## src/sv/vwss_pkg.sv

```systemverilog
`timescale 1ns / 1ps

package vwss_pkg;

    localparam int MAX_RECORDS_DEF = 16;

    localparam int CFG_W     = 5;
    localparam int VOTES_W   = 64;
    localparam int KEY_LOW_W = 64;
    localparam int KEY_MID_W = 64;
    localparam int KEY_TOP_W = 32;
    localparam int SLOT_W    = 4;
    localparam int REC_W     = VOTES_W + KEY_LOW_W + KEY_MID_W + KEY_TOP_W;

    localparam logic [CFG_W-1:0] RECORD_COUNT_RST = CFG_W'(2);

    // Dividend of the home-slot division.
    localparam logic [VOTES_W-1:0] SHUFFLE_SEED = 64'd987654321123456823;
    localparam int DIV_BIT_W = $clog2(VOTES_W);

    typedef enum logic [2:0] {
        ST_IDLE,
        ST_DIVIDE,
        ST_PROBE,
        ST_EMIT_RD,
        ST_EMIT_LD
    } t_state;

    typedef struct packed {
        logic start;
        logic div_step;
        logic probe;
        logic emit_load;
    } t_cmd;

    typedef struct packed {
        logic div_last;
        logic slot_free;
        logic batch_full;
        logic emit_last;
        logic out_free;
    } t_status;

endpackage

```

## src/sv/vwss_ram.sv

```systemverilog
`timescale 1ns / 1ps

module vwss_ram #(
    parameter int WIDTH  = 8,
    parameter int DEPTH  = 16,
    parameter int ADDR_W = (DEPTH > 1) ? $clog2(DEPTH) : 1
) (
    input  logic              i_clk,
    input  logic              i_we,
    input  logic [ADDR_W-1:0] i_waddr,
    input  logic [WIDTH-1:0]  i_wdata,
    input  logic [ADDR_W-1:0] i_raddr,
    output logic [WIDTH-1:0]  o_rdata
);

    logic [WIDTH-1:0] r_mem [DEPTH];
    logic [WIDTH-1:0] r_rdata;

    always_ff @(posedge i_clk) begin
        if (i_we) begin
            r_mem[i_waddr] <= i_wdata;
        end
        r_rdata <= r_mem[i_raddr];
    end

    assign o_rdata = r_rdata;

endmodule

```

## src/sv/vwss_dp.sv

```systemverilog
`timescale 1ns / 1ps

module vwss_dp #(
    parameter int MAX_RECORDS = vwss_pkg::MAX_RECORDS_DEF
) (
    input  logic                                i_clk,
    input  logic                                i_rst_n,
    input  logic                                i_record_count_we,
    input  logic [vwss_pkg::CFG_W-1:0]          i_record_count,
    input  logic [vwss_pkg::VOTES_W-1:0]        i_votes,
    input  logic [vwss_pkg::KEY_LOW_W-1:0]      i_key_low,
    input  logic [vwss_pkg::KEY_MID_W-1:0]      i_key_mid,
    input  logic [vwss_pkg::KEY_TOP_W-1:0]      i_key_top,
    input  logic                                i_out_stall,
    input  vwss_pkg::t_cmd                      i_cmd,
    output vwss_pkg::t_status                   o_status,
    output logic                                o_out_valid,
    output logic [vwss_pkg::SLOT_W-1:0]         o_slot,
    output logic [vwss_pkg::VOTES_W-1:0]        o_out_votes,
    output logic [vwss_pkg::KEY_LOW_W-1:0]      o_out_key_low,
    output logic [vwss_pkg::KEY_MID_W-1:0]      o_out_key_mid,
    output logic [vwss_pkg::KEY_TOP_W-1:0]      o_out_key_top,
    output logic                                o_last_slot
);

    localparam int IDX_W  = (MAX_RECORDS > 1) ? $clog2(MAX_RECORDS) : 1;
    localparam int CNT_W  = IDX_W + 1;
    localparam int NW     = (CNT_W > vwss_pkg::CFG_W) ? CNT_W : vwss_pkg::CFG_W;
    localparam int MOD_W  = IDX_W + 2;
    localparam int SEXT_W = IDX_W + vwss_pkg::SLOT_W;
    localparam int VW     = vwss_pkg::VOTES_W;
    localparam int LW     = vwss_pkg::KEY_LOW_W;
    localparam int MW     = vwss_pkg::KEY_MID_W;
    localparam int TW     = vwss_pkg::KEY_TOP_W;
    localparam int RW     = vwss_pkg::REC_W;

    logic [vwss_pkg::CFG_W-1:0]     r_rc;
    logic [VW-1:0]                  r_votes;
    logic [LW-1:0]                  r_key_low;
    logic [MW-1:0]                  r_key_mid;
    logic [TW-1:0]                  r_key_top;
    logic [VW-1:0]                  r_div;
    logic [VW-1:0]                  r_rem;
    logic [vwss_pkg::DIV_BIT_W-1:0] r_bit;
    logic [IDX_W-1:0]               r_pos;
    logic [MAX_RECORDS-1:0]         r_taken;
    logic [CNT_W-1:0]               r_loaded;
    logic [IDX_W-1:0]               r_emit;
    logic                           r_out_valid;
    logic [vwss_pkg::SLOT_W-1:0]    r_slot;
    logic [VW-1:0]                  r_out_votes;
    logic [LW-1:0]                  r_out_key_low;
    logic [MW-1:0]                  r_out_key_mid;
    logic [TW-1:0]                  r_out_key_top;
    logic                           r_last_slot;

    logic [NW-1:0]     rc_ext;
    logic [NW-1:0]     n_wide;
    logic [CNT_W-1:0]  n_eff;
    logic [VW:0]       shifted;
    logic              qbit;
    logic [VW:0]       rem_diff;
    logic [MOD_W-1:0]  mod_t;
    logic [MOD_W-1:0]  mod_n;
    logic [MOD_W-1:0]  mod_next;
    logic [CNT_W-1:0]  pos_inc;
    logic [CNT_W-1:0]  emit_inc;
    logic [SEXT_W-1:0] slot_ext;
    logic              slot_free;
    logic              ram_we;
    logic [RW-1:0]     ram_wdata;
    logic [RW-1:0]     ram_rdata;

    // Effective record count, clamped to one up to the table depth.
    always_comb begin
        rc_ext = NW'(r_rc);
        if (rc_ext == '0) begin
            n_wide = NW'(1);
        end else if (rc_ext > NW'(MAX_RECORDS)) begin
            n_wide = NW'(MAX_RECORDS);
        end else begin
            n_wide = rc_ext;
        end
        n_eff = n_wide[CNT_W-1:0];
    end

    // Restoring division of the seed by the votes, one quotient bit per cycle. The
    // quotient modulo n is folded in as each bit appears, most significant first.
    always_comb begin
        shifted  = {r_rem, vwss_pkg::SHUFFLE_SEED[r_bit]};
        rem_diff = shifted - {1'b0, r_div};
        qbit     = (shifted >= {1'b0, r_div});
        mod_t    = {1'b0, r_pos, qbit};
        mod_n    = MOD_W'(n_eff);
        mod_next = (mod_t >= mod_n) ? (mod_t - mod_n) : mod_t;
    end

    assign pos_inc   = CNT_W'(r_pos) + CNT_W'(1);
    assign emit_inc  = CNT_W'(r_emit) + CNT_W'(1);
    assign slot_ext  = SEXT_W'(r_emit);
    assign slot_free = !r_taken[r_pos];
    assign ram_we    = i_cmd.probe && slot_free;
    assign ram_wdata = {r_key_top, r_key_mid, r_key_low, r_votes};

    always_comb begin
        o_status.div_last   = (r_bit == '0);
        o_status.slot_free  = slot_free;
        o_status.batch_full = ((r_loaded + CNT_W'(1)) == n_eff);
        o_status.emit_last  = (emit_inc == n_eff);
        o_status.out_free   = !r_out_valid || !i_out_stall;
    end

    vwss_ram #(
        .WIDTH (RW),
        .DEPTH (MAX_RECORDS),
        .ADDR_W(IDX_W)
    ) u_ram (
        .i_clk  (i_clk),
        .i_we   (ram_we),
        .i_waddr(r_pos),
        .i_wdata(ram_wdata),
        .i_raddr(r_emit),
        .o_rdata(ram_rdata)
    );

    always_ff @(posedge i_clk) begin
        if (!i_rst_n) begin
            r_rc        <= vwss_pkg::RECORD_COUNT_RST;
            r_taken     <= '0;
            r_loaded    <= '0;
            r_emit      <= '0;
            r_out_valid <= 1'b0;
        end else begin
            if (i_cmd.emit_load) begin
                r_out_valid <= 1'b1;
            end else if (!i_out_stall) begin
                r_out_valid <= 1'b0;
            end

            if (ram_we) begin
                r_taken[r_pos] <= 1'b1;
                r_loaded       <= r_loaded + CNT_W'(1);
            end

            if (i_cmd.emit_load) begin
                if (o_status.emit_last) begin
                    r_taken  <= '0;
                    r_loaded <= '0;
                    r_emit   <= '0;
                end else begin
                    r_emit <= emit_inc[IDX_W-1:0];
                end
            end

            // A new record count discards any partial batch.
            if (i_record_count_we) begin
                r_rc     <= i_record_count;
                r_taken  <= '0;
                r_loaded <= '0;
            end
        end
    end

    always_ff @(posedge i_clk) begin
        if (i_cmd.start) begin
            r_votes   <= i_votes;
            r_key_low <= i_key_low;
            r_key_mid <= i_key_mid;
            r_key_top <= i_key_top;
            r_div     <= (i_votes == '0) ? VW'(1) : i_votes;
            r_rem     <= '0;
            r_bit     <= vwss_pkg::DIV_BIT_W'(VW - 1);
            r_pos     <= '0;
        end else if (i_cmd.div_step) begin
            r_rem <= qbit ? rem_diff[VW-1:0] : shifted[VW-1:0];
            r_pos <= mod_next[IDX_W-1:0];
            r_bit <= r_bit - vwss_pkg::DIV_BIT_W'(1);
        end else if (i_cmd.probe && !slot_free) begin
            r_pos <= (pos_inc == n_eff) ? '0 : pos_inc[IDX_W-1:0];
        end

        if (i_cmd.emit_load) begin
            r_slot        <= slot_ext[vwss_pkg::SLOT_W-1:0];
            r_out_votes   <= ram_rdata[VW-1:0];
            r_out_key_low <= ram_rdata[VW+LW-1:VW];
            r_out_key_mid <= ram_rdata[VW+LW+MW-1:VW+LW];
            r_out_key_top <= ram_rdata[RW-1:VW+LW+MW];
            r_last_slot   <= o_status.emit_last;
        end
    end

    assign o_out_valid   = r_out_valid;
    assign o_slot        = r_slot;
    assign o_out_votes   = r_out_votes;
    assign o_out_key_low = r_out_key_low;
    assign o_out_key_mid = r_out_key_mid;
    assign o_out_key_top = r_out_key_top;
    assign o_last_slot   = r_last_slot;

endmodule

```

## src/sv/vwss_ctrl.sv

```systemverilog
`timescale 1ns / 1ps

module vwss_ctrl (
    input  logic              i_clk,
    input  logic              i_rst_n,
    input  logic              i_in_valid,
    input  vwss_pkg::t_status i_status,
    output vwss_pkg::t_cmd    o_cmd,
    output logic              o_in_stall
);

    vwss_pkg::t_state r_state;
    vwss_pkg::t_state n_state;

    always_ff @(posedge i_clk) begin
        if (!i_rst_n) begin
            r_state <= vwss_pkg::ST_IDLE;
        end else begin
            r_state <= n_state;
        end
    end

    always_comb begin
        n_state = r_state;
        unique case (r_state)
            vwss_pkg::ST_IDLE: begin
                if (i_in_valid) begin
                    n_state = vwss_pkg::ST_DIVIDE;
                end
            end
            vwss_pkg::ST_DIVIDE: begin
                if (i_status.div_last) begin
                    n_state = vwss_pkg::ST_PROBE;
                end
            end
            vwss_pkg::ST_PROBE: begin
                if (i_status.slot_free) begin
                    n_state = i_status.batch_full ? vwss_pkg::ST_EMIT_RD : vwss_pkg::ST_IDLE;
                end
            end
            vwss_pkg::ST_EMIT_RD: begin
                n_state = vwss_pkg::ST_EMIT_LD;
            end
            vwss_pkg::ST_EMIT_LD: begin
                if (i_status.out_free) begin
                    n_state = i_status.emit_last ? vwss_pkg::ST_IDLE : vwss_pkg::ST_EMIT_RD;
                end
            end
            default: begin
                n_state = vwss_pkg::ST_IDLE;
            end
        endcase
    end

    always_comb begin
        o_cmd.start     = (r_state == vwss_pkg::ST_IDLE) && i_in_valid;
        o_cmd.div_step  = (r_state == vwss_pkg::ST_DIVIDE);
        o_cmd.probe     = (r_state == vwss_pkg::ST_PROBE);
        o_cmd.emit_load = (r_state == vwss_pkg::ST_EMIT_LD) && i_status.out_free;
        o_in_stall      = (r_state != vwss_pkg::ST_IDLE);
    end

endmodule

```

## src/sv/vote_weighted_slot_shuffle_unit.sv

```systemverilog
`timescale 1ns / 1ps

// Channel   Handshake                     Payload
// input     i_in_valid / o_in_stall       i_votes, i_key_low, i_key_mid, i_key_top
// output    o_out_valid / i_out_stall     o_slot, o_out_votes, o_out_key_low/mid/top,
//                                         o_last_slot
// config    i_record_count_we             i_record_count
//
// A word is latched, then the seed is divided by the votes bit-serially (the modulo by n is
// folded into the same loop), then slots are probed in turn from the home slot until a free
// one is found. The word completing a batch then emits n slots from the slot RAM, each read
// and then loaded into the output register; a stall on the output holds the emission.
// Reset is synchronous and active low; it clears the slot-taken bits and the counters
// and sets the record count to two. A stall on the output holds the emitted word.

module vote_weighted_slot_shuffle_unit #(
    parameter int MAX_RECORDS = vwss_pkg::MAX_RECORDS_DEF
) (
    input  logic                           i_clk,
    input  logic                           i_rst_n,
    input  logic                           i_record_count_we,
    input  logic [vwss_pkg::CFG_W-1:0]     i_record_count,
    input  logic                           i_in_valid,
    output logic                           o_in_stall,
    input  logic [vwss_pkg::VOTES_W-1:0]   i_votes,
    input  logic [vwss_pkg::KEY_LOW_W-1:0] i_key_low,
    input  logic [vwss_pkg::KEY_MID_W-1:0] i_key_mid,
    input  logic [vwss_pkg::KEY_TOP_W-1:0] i_key_top,
    output logic                           o_out_valid,
    input  logic                           i_out_stall,
    output logic [vwss_pkg::SLOT_W-1:0]    o_slot,
    output logic [vwss_pkg::VOTES_W-1:0]   o_out_votes,
    output logic [vwss_pkg::KEY_LOW_W-1:0] o_out_key_low,
    output logic [vwss_pkg::KEY_MID_W-1:0] o_out_key_mid,
    output logic [vwss_pkg::KEY_TOP_W-1:0] o_out_key_top,
    output logic                           o_last_slot
);

    vwss_pkg::t_cmd    cmd;
    vwss_pkg::t_status status;

    vwss_ctrl u_ctrl (
        .i_clk     (i_clk),
        .i_rst_n   (i_rst_n),
        .i_in_valid(i_in_valid),
        .i_status  (status),
        .o_cmd     (cmd),
        .o_in_stall(o_in_stall)
    );

    vwss_dp #(
        .MAX_RECORDS(MAX_RECORDS)
    ) u_dp (
        .i_clk            (i_clk),
        .i_rst_n          (i_rst_n),
        .i_record_count_we(i_record_count_we),
        .i_record_count   (i_record_count),
        .i_votes          (i_votes),
        .i_key_low        (i_key_low),
        .i_key_mid        (i_key_mid),
        .i_key_top        (i_key_top),
        .i_out_stall      (i_out_stall),
        .i_cmd            (cmd),
        .o_status         (status),
        .o_out_valid      (o_out_valid),
        .o_slot           (o_slot),
        .o_out_votes      (o_out_votes),
        .o_out_key_low    (o_out_key_low),
        .o_out_key_mid    (o_out_key_mid),
        .o_out_key_top    (o_out_key_top),
        .o_last_slot      (o_last_slot)
    );

endmodule

```

## config.mk

```make
export PLATFORM = sky130hd
export DESIGN_NAME = vote_weighted_slot_shuffle_unit
export DESIGN_NICKNAME = d
export VERILOG_FILES = /design/src/sv/vwss_pkg.sv /design/src/sv/vwss_ram.sv /design/src/sv/vwss_dp.sv /design/src/sv/vwss_ctrl.sv /design/src/sv/vote_weighted_slot_shuffle_unit.sv
export SDC_FILE = /design/constraint.sdc
export NUM_CORES = 2
export LEC_CHECK = 0
export BUFFER_PORTS_ARGS = -buffer_cell sky130_fd_sc_hd__buf_4
export CORE_MARGIN = 4
export CORE_UTILIZATION = 25
export CTS_BUF_LIST = sky130_fd_sc_hd__clkbuf_2
export DETAILED_ROUTE_END_ITERATION = 10
export GPL_TIMING_DRIVEN = 0
export PLACE_DENSITY_LB_ADDON = 0.1
export RECOVER_POWER = 25
export SLEW_MARGIN = 0
export SYNTH_ARGS = -nofsm -noshare
export SYNTH_HDL_FRONTEND = slang
export SYNTH_SLANG_ARGS = --single-unit
export TNS_END_PERCENT = 100
```

## constraint.sdc

```tcl
create_clock -name i_clk -period 18.45 [get_ports i_clk]
set_clock_uncertainty 0.15 [all_clocks]
set_input_delay 2.7675 -clock i_clk [delete_from_list [all_inputs] [get_ports i_clk]]
set_output_delay 2.7675 -clock i_clk [all_outputs]
set_load 0.02 [all_outputs]
```

Yosys cells after proc, flatten, opt, wreduce, memory -nomap -nowiden
Memories as Yosys holds them, arrays and structs flattened. A register that Yosys moved wholly into a read port is not among the register bits.
Index checks and enable logic that the tools add are counted.
{"block": "op_classes", "n_addsub": 6, "order_cmp": 6, "n_eq_ne": 12, "mux": 32, "bitwise": 2, "reduce_logical": 17}
{"operator": "$ge 65x64->1", "n": 1}
{"operator": "$logic_not 64->1", "n": 1}
{"operator": "$mux 64", "n": 1}
{"operator": "$sub 64x64->64", "n": 1}
{"operator": "$mux 16", "n": 3}
{"operator": "$mux 5", "n": 5}
{"operator": "$mux 4", "n": 5}
{"operator": "$or 16x16->16", "n": 1}
{"operator": "$eq 5x5->1", "n": 3}
{"operator": "$pmux 3 s5", "n": 1}
{"operator": "$mux 3", "n": 4}
{"operator": "$mux 6", "n": 2}
{"operator": "$add 4x1->5 const B", "n": 2}
{"operator": "$lt 6x7->1 const B", "n": 1}
{"operator": "$mux 1", "n": 7}
{"operator": "$eq 3x2->1 const B", "n": 2}
{"operator": "$logic_not 6->1", "n": 1}
{"operator": "$ne 2x1->1 const B", "n": 3}
{"operator": "$sub 6x1->6 const B", "n": 1}
{"operator": "$add 5x1->5 const B", "n": 1}
{"operator": "$ge 5x5->1", "n": 1}
{"operator": "$gt 5x5->1 const B", "n": 1}
{"operator": "$logic_and 1x1->1", "n": 5}
{"operator": "$logic_not 5->1", "n": 1}
{"operator": "17 further kinds", "n": 21}
{"block": "totals", "regBits": 625, "ram_bits": 3584, "romBits": 64, "output_inout_bits": 231, "word_cells": 97, "memories": 2}
{"name": "u_dp.u_ram.r_mem", "depth": 16, "word_bits": 224, "read_ports": 1, "rd_clocked_by_memory_dff": 1, "wr": 1, "line_no": "vwss_ram.sv:16", "rtl": "logic [WIDTH-1:0] r_mem [DEPTH];"}
{"name": "(name not given)", "depth": 64, "word_bits": 1, "read_ports": 1, "rd_clocked_by_memory_dff": 1, "wr": 0, "line_no": "vwss_dp.sv:90", "rtl": "shifted = {r_rem, vwss_pkg::SHUFFLE_SEED[r_bit]};"}

Logic depth before layout (Yosys ltp)
{"block": "logic_depth", "depth_word": 8, "depth_mapped": 24}

Cells and area by module
A second synthesis with hierarchy kept.
{"block": "unflattened", "cells_unflattened": 7807, "area_unflattened_um2": 164739.2}
{"mod": "vwss_ram", "instances": 1, "cells_per_inst": 5853, "area_each_um2": 139059.6, "seq_area_each_um2": 112107.5}
{"mod": "vwss_dp", "instances": 1, "cells_per_inst": 1923, "area_each_um2": 25419.4, "seq_area_each_um2": 17646.9}
{"mod": "vwss_ctrl", "instances": 1, "cells_per_inst": 31, "area_each_um2": 260.2, "seq_area_each_um2": 60.1}

Worst setup path after synthesis
OpenSTA, ideal clock, no wires.
{"block": "synth_path", "path_kind": "register to register", "startpoint": "reg u_dp.r_pos[0]", "endpoint": "mem u_dp.u_ram.r_mem[3][0] (netlist name) (enable)", "setup_time_ps": 1085, "arrival_time_ps": 17317, "t_required_ps": 17215, "path_slack_ps": -101, "path_stages_with_launch": 7, "period_less_slack_ps": 18551, "cell_sequence": "dfxtp_1 > clkbuf_1 > mux4_2 > mux4_2 > nor2_2 > nand2_1 > nor3_1"}
{"block": "synth_between", "elab_chain_cells": 6}
{"element": "start, declared", "line_no": "vwss_dp.sv:45", "rtl": "logic [IDX_W-1:0] r_pos;"}
{"element": "start signal, assigned", "line_no": "vwss_dp.sv:176", "rtl": "r_pos <= mod_next[IDX_W-1:0];"}
{"element": "start signal, assigned", "line_no": "vwss_dp.sv:179", "rtl": "r_pos <= (pos_inc == n_eff) ? '0 : pos_inc[IDX_W-1:0];"}
{"element": "$bmux 1 s4", "line_no": "vwss_dp.sv:101", "rtl": "assign slot_free = !r_taken[r_pos];"}
{"element": "$mux 1 (not written as such)", "line_no": "vwss_dp.sv:101"}
{"element": "$logic_not 1->1", "line_no": "vwss_dp.sv:101"}
{"element": "$logic_and 1x1->1", "line_no": "vwss_dp.sv:102", "rtl": "assign ram_we = i_cmd.probe && slot_free;"}
{"element": "$mux 1", "line_no": "vwss_ram.sv:20", "rtl": "if (i_we) begin"}
{"element": "$mux 1 (not written as such)", "line_no": "vwss_ram.sv:21", "rtl": "r_mem[i_waddr] <= i_wdata;"}
{"element": "end, declared", "line_no": "vwss_ram.sv:16"}
Parallel ways exist; a longest one is shown, timed or not. The select of a mux whose other input is x is not followed.

Worst setup path in the final report
{"block": "layout_path", "startpoint": "reg u_dp.r_out_key_mid[49], in the netlist u_dp.o_out_key_mid[49]", "endpoint": "out o_out_key_mid[49] (netlist name)"}
{"element": "start, declared", "line_no": "vwss_dp.sv:53", "rtl": "logic [MW-1:0] r_out_key_mid;"}
{"element": "start signal, assigned", "line_no": "vwss_dp.sv:186", "rtl": "r_out_key_mid <= ram_rdata[VW+LW+MW-1:VW+LW];"}
{"element": "end, declared", "line_no": "vote_weighted_slot_shuffle_unit.sv:34", "rtl": "output logic [vwss_pkg::KEY_MID_W-1:0] o_out_key_mid,"}
No word-level cell between the ends.

==> flow_summary.ini <==
[outcome]
status = finished clean

[yosys]
synth_top_area_share_pct = 75.1
yosysTopAreaCell = edfxtp_1
synth_ff_type = edfxtp_1
synth_warnings = 0
ys_types = 78
synth.net_count = 7450
synthTopCellsByArea = edfxtp_1 75%, mux4_2 15%, dfxtp_1 4.1%
synth.ff_latch_count = 4434
yosys-top-cells-count = 4101 x edfxtp_1, 1125 x mux4_2, 333 x dfxtp_1, 332 x clkbuf_1, 158 x nor2_1
synth-edff-count = 4101
netlist_area_um2 = 164000
ys_seq_area_share_pct = 79.2
postSynthAreaPerCell_um2 = 23.0
synthArstFlopShare_pct = 0
syn_inst = 7137
yosysMostFrequentCell = edfxtp_1

[worst_setup_path]
critPathKind = flip-flop to primary output
critical_path.max_fanout = 1
ff2ff_setup_slack_ps = 12280
crit_buf_inv = 1
arrival_ps = 3410
worstPathCellList = buf_4
crit_cells = 1
crit_path_max_incr_delay_ps = 770
r2r_cells = 23
crit_required_ps = 15530
cp-end-kind = primary output
crit_family = flip-flops
start_kind = flip-flop
critPathSlowestCell = edfxtp_1

[min_path]
holdPathStages = 0
hold_path.class = flip-flop to flip-flop

[sta]
grt_setup_unrepaired = no
setup_viol = 0
clock.fmax_mhz = 158
max_slew.worst_pin.slew_ps = 1450
max_slew_margin_pct = 2.36
min_period_ps = 6320
finalCritPeriodShare_pct = 34.3
worst_slack_ps = 12130
final_hold_viol_count = 0
fin_tns_setup_ps = 0
slew_violations = 0

[global_route]
antenna_found_initial = 67
grt_usage_pct = 16.0
grt_pass1_vias = 91700
grt_max_degree = 79
grt_pass1_wl_mm = 736
overflow = 0

[clock_tree]
cts_resized = 0
hold_buffers = 191
clk-insertion-delay-late_ps = 2370
cts_tree = built
cts_buffer_depth = 5
cts_root_buffer = clkbuf_2
postCtsSetupRepairBufs = 0
cts-htree-levels = 7
cts.sinks = 4434
cts_buffers = 1317
path_clk_slew_ps = 80

[placement]
gp_routability_congestion = 0.780
io_buffer_count = 462
dp.final_hpwl_mm = 342
post-place-ws_ps = 12370

[finish]
drive_gt1_share_pct = 37.5
area_delta_synth_final_pct = 20.7
regArea_um2 = 130000
fin_nets = 9722
nFillCells = 64200
multi_input_area_um2 = 32300

[drt]
drt_pass1_iterations = 6
drt-initial-drc-count = 6380
routed_wirelength_mm = 538
routed_via_density = 4.41
postRouteAntennaNets = 0
drc_errors = 0
vias = 84300
post_drt_wl_per_cell_um = 28.2

[run]
maxCapViolCount = 0

[floorplanning]
core_um2 = 654000
die_w_um = 818
die_area_um2 = 669000
num_rows = 297
initial_core_util_pct = 25.1
ioPinCount = 465
die_h_um = 818

[pwr]
power_density_nw_per_um2 = 104
leakagePower_nw = 63.4
irDropWorstVdd_v = 0.0000643
[where the power goes]
part | total, W | switching, W | internal, W | leakage [nW]
registers | 0.0116 | 0.000300 | 0.0113 | 39.8
logic | 0.00177 | 0.00113 | 0.000642 | 14.8
clock network | 0.00716 | 0.00428 | 0.00287 | 8.84
total | 0.0206 | 0.00571 | 0.0148 | 63.4
[path summary, 6_finish.rpt]
kind,start,endpoint
setup reg to reg,u_dp.r_rem[49]$_SDFFE_PP0P_,u_dp.r_pos[2]$_SDFFE_PP0P_
hold reg to reg,u_dp.u_ram.o_rdata[207]$_DFF_P_,u_dp.o_out_key_top[15]$_DFFE_PP_
hold / removal,u_dp.u_ram.o_rdata[207]$_DFF_P_,u_dp.o_out_key_top[15]$_DFFE_PP_
setup / recovery,u_dp.o_out_key_mid[49]$_DFFE_PP_,o_out_key_mid[49]
[cell type report]
| class | count | area share (%) |
|---|---|---|
| diodes | 65 | 0.0822 |
| plain buffers | 397 | 0.804 |
| clock buffers | 1970 | 4.98 |
| inverters | 106 | 0.205 |
| flip-flops and latches | 4434 | 65.6 |
| multi-input cells | 2200 | 16.3 |
| clock inverters | 302 | 0.646 |
| well taps | 8671 | 5.48 |
| repair buffers | 953 | 5.90 |
[sequential cells by signal (all words and copies together) (netlist names)]
| name | flops |
|---|---|
| u_ctrl.r_state | 3 |
| u_dp.o_last_slot | 1 |
| u_dp.o_out_key_low | 64 |
| u_dp.o_out_key_mid | 64 |
| u_dp.o_out_key_top | 32 |
| u_dp.o_out_valid | 1 |
| u_dp.o_out_votes | 64 |
| u_dp.o_slot | 4 |
| u_dp.r_bit | 6 |
| u_dp.r_div | 64 |
| u_dp.r_emit | 4 |
| u_dp.r_key_low | 64 |
| u_dp.r_key_mid | 64 |
| u_dp.r_key_top | 32 |
| u_dp.r_loaded | 5 |
| u_dp.r_pos | 4 |
| u_dp.r_rc | 5 |
| u_dp.r_rem | 64 |
| u_dp.r_taken | 16 |
| u_dp.r_votes | 64 |
| u_dp.shifted | 1 |
| u_dp.u_ram.o_rdata | 224 |
| u_dp.u_ram.r_mem | 3584 |
[stage by stage]
stage                     util, %  cells  hold slack (ps)  power (W)  area [um2]
after floorplan                 -   7137              236     0.0129      164000
after global placement       27.3  16300              242     0.0137      178000
after detailed placement     28.3  16600              239     0.0136      185000
after CTS                    30.3  19000             6.49     0.0211      198000
after global routing         30.3  19100              190     0.0218      198000
final                        30.3  19100              173     0.0206      198000
[kinds of logic (layout without fill, tap and decap cells)]
kind of cell / Yosys count / count (layout) / synth area share, %
flip-flops: 4434 / 4434 / 79.2
multiplexers: 1154 / 1154 / 15.6
buffers and inverters: 503 / 3728 / 1.18
AND/OR/NAND/NOR: 473 / 473 / 1.37
AO/OA/AOI/OAI: 415 / 415 / 1.57
adder cells (fa/ha/maj): 79 / 79 / 0.612
XOR/XNOR: 79 / 79 / 0.422
other: 0 / 65 / 0
[routing by layer]
metal  routed length (um)  vias up  GRT usage, %
met5                   41        -             0
met4                13500        6          5.28
met3                27000      853          3.66
met2               266000     2763          26.7
met1               231000    45200          20.6
li1                     -    35400             -
[cell usage in the layout (no fill, tap or decap), types with 42 or more instances in the layout]
cell / synthesis / routed
clkbuf_4: 0 / 65
dlygate4sd3_1: 0 / 191
buf_8: 0 / 49
dfxtp_1: 333 / 333
clkinv_1: 1 / 244
buf_1: 47 / 44
diode_2: 0 / 65
o21ai_0: 101 / 101
mux4_2: 1125 / 1125
ha_1: 77 / 77
nand2_1: 112 / 112
buf_4: 0 / 274
nor2_1: 158 / 150
clkbuf_1: 332 / 424
buf_12: 0 / 116
inv_1: 105 / 104
edfxtp_1: 4101 / 4101
a21oi_1: 142 / 142
buf_16: 0 / 134
clkbuf_2: 0 / 2004
nand4_1: 42 / 42
[worst register-to-register path, cell delays in order, from the launching register on]
cell      delay [ps]
dfxtp_1          380
ha_1             290
clkbuf_1         320
nand4_1          380
nor4_1           740
nand4_1          240
o21ai_0          230
a31oi_1           90
a21boi_1         150
o31a_1           200
buf_6            210
clkbuf_1         540
ha_1             450
inv_1             90
a21o_1           120
a21oi_1           80
a21boi_0         210
o21ai_0          110
nand2b_1          80
clkbuf_1         260
mux2i_1          240
o32ai_1          110
a22oi_1          240
nor2_1            70
Power figures use the tool's default switching activity.
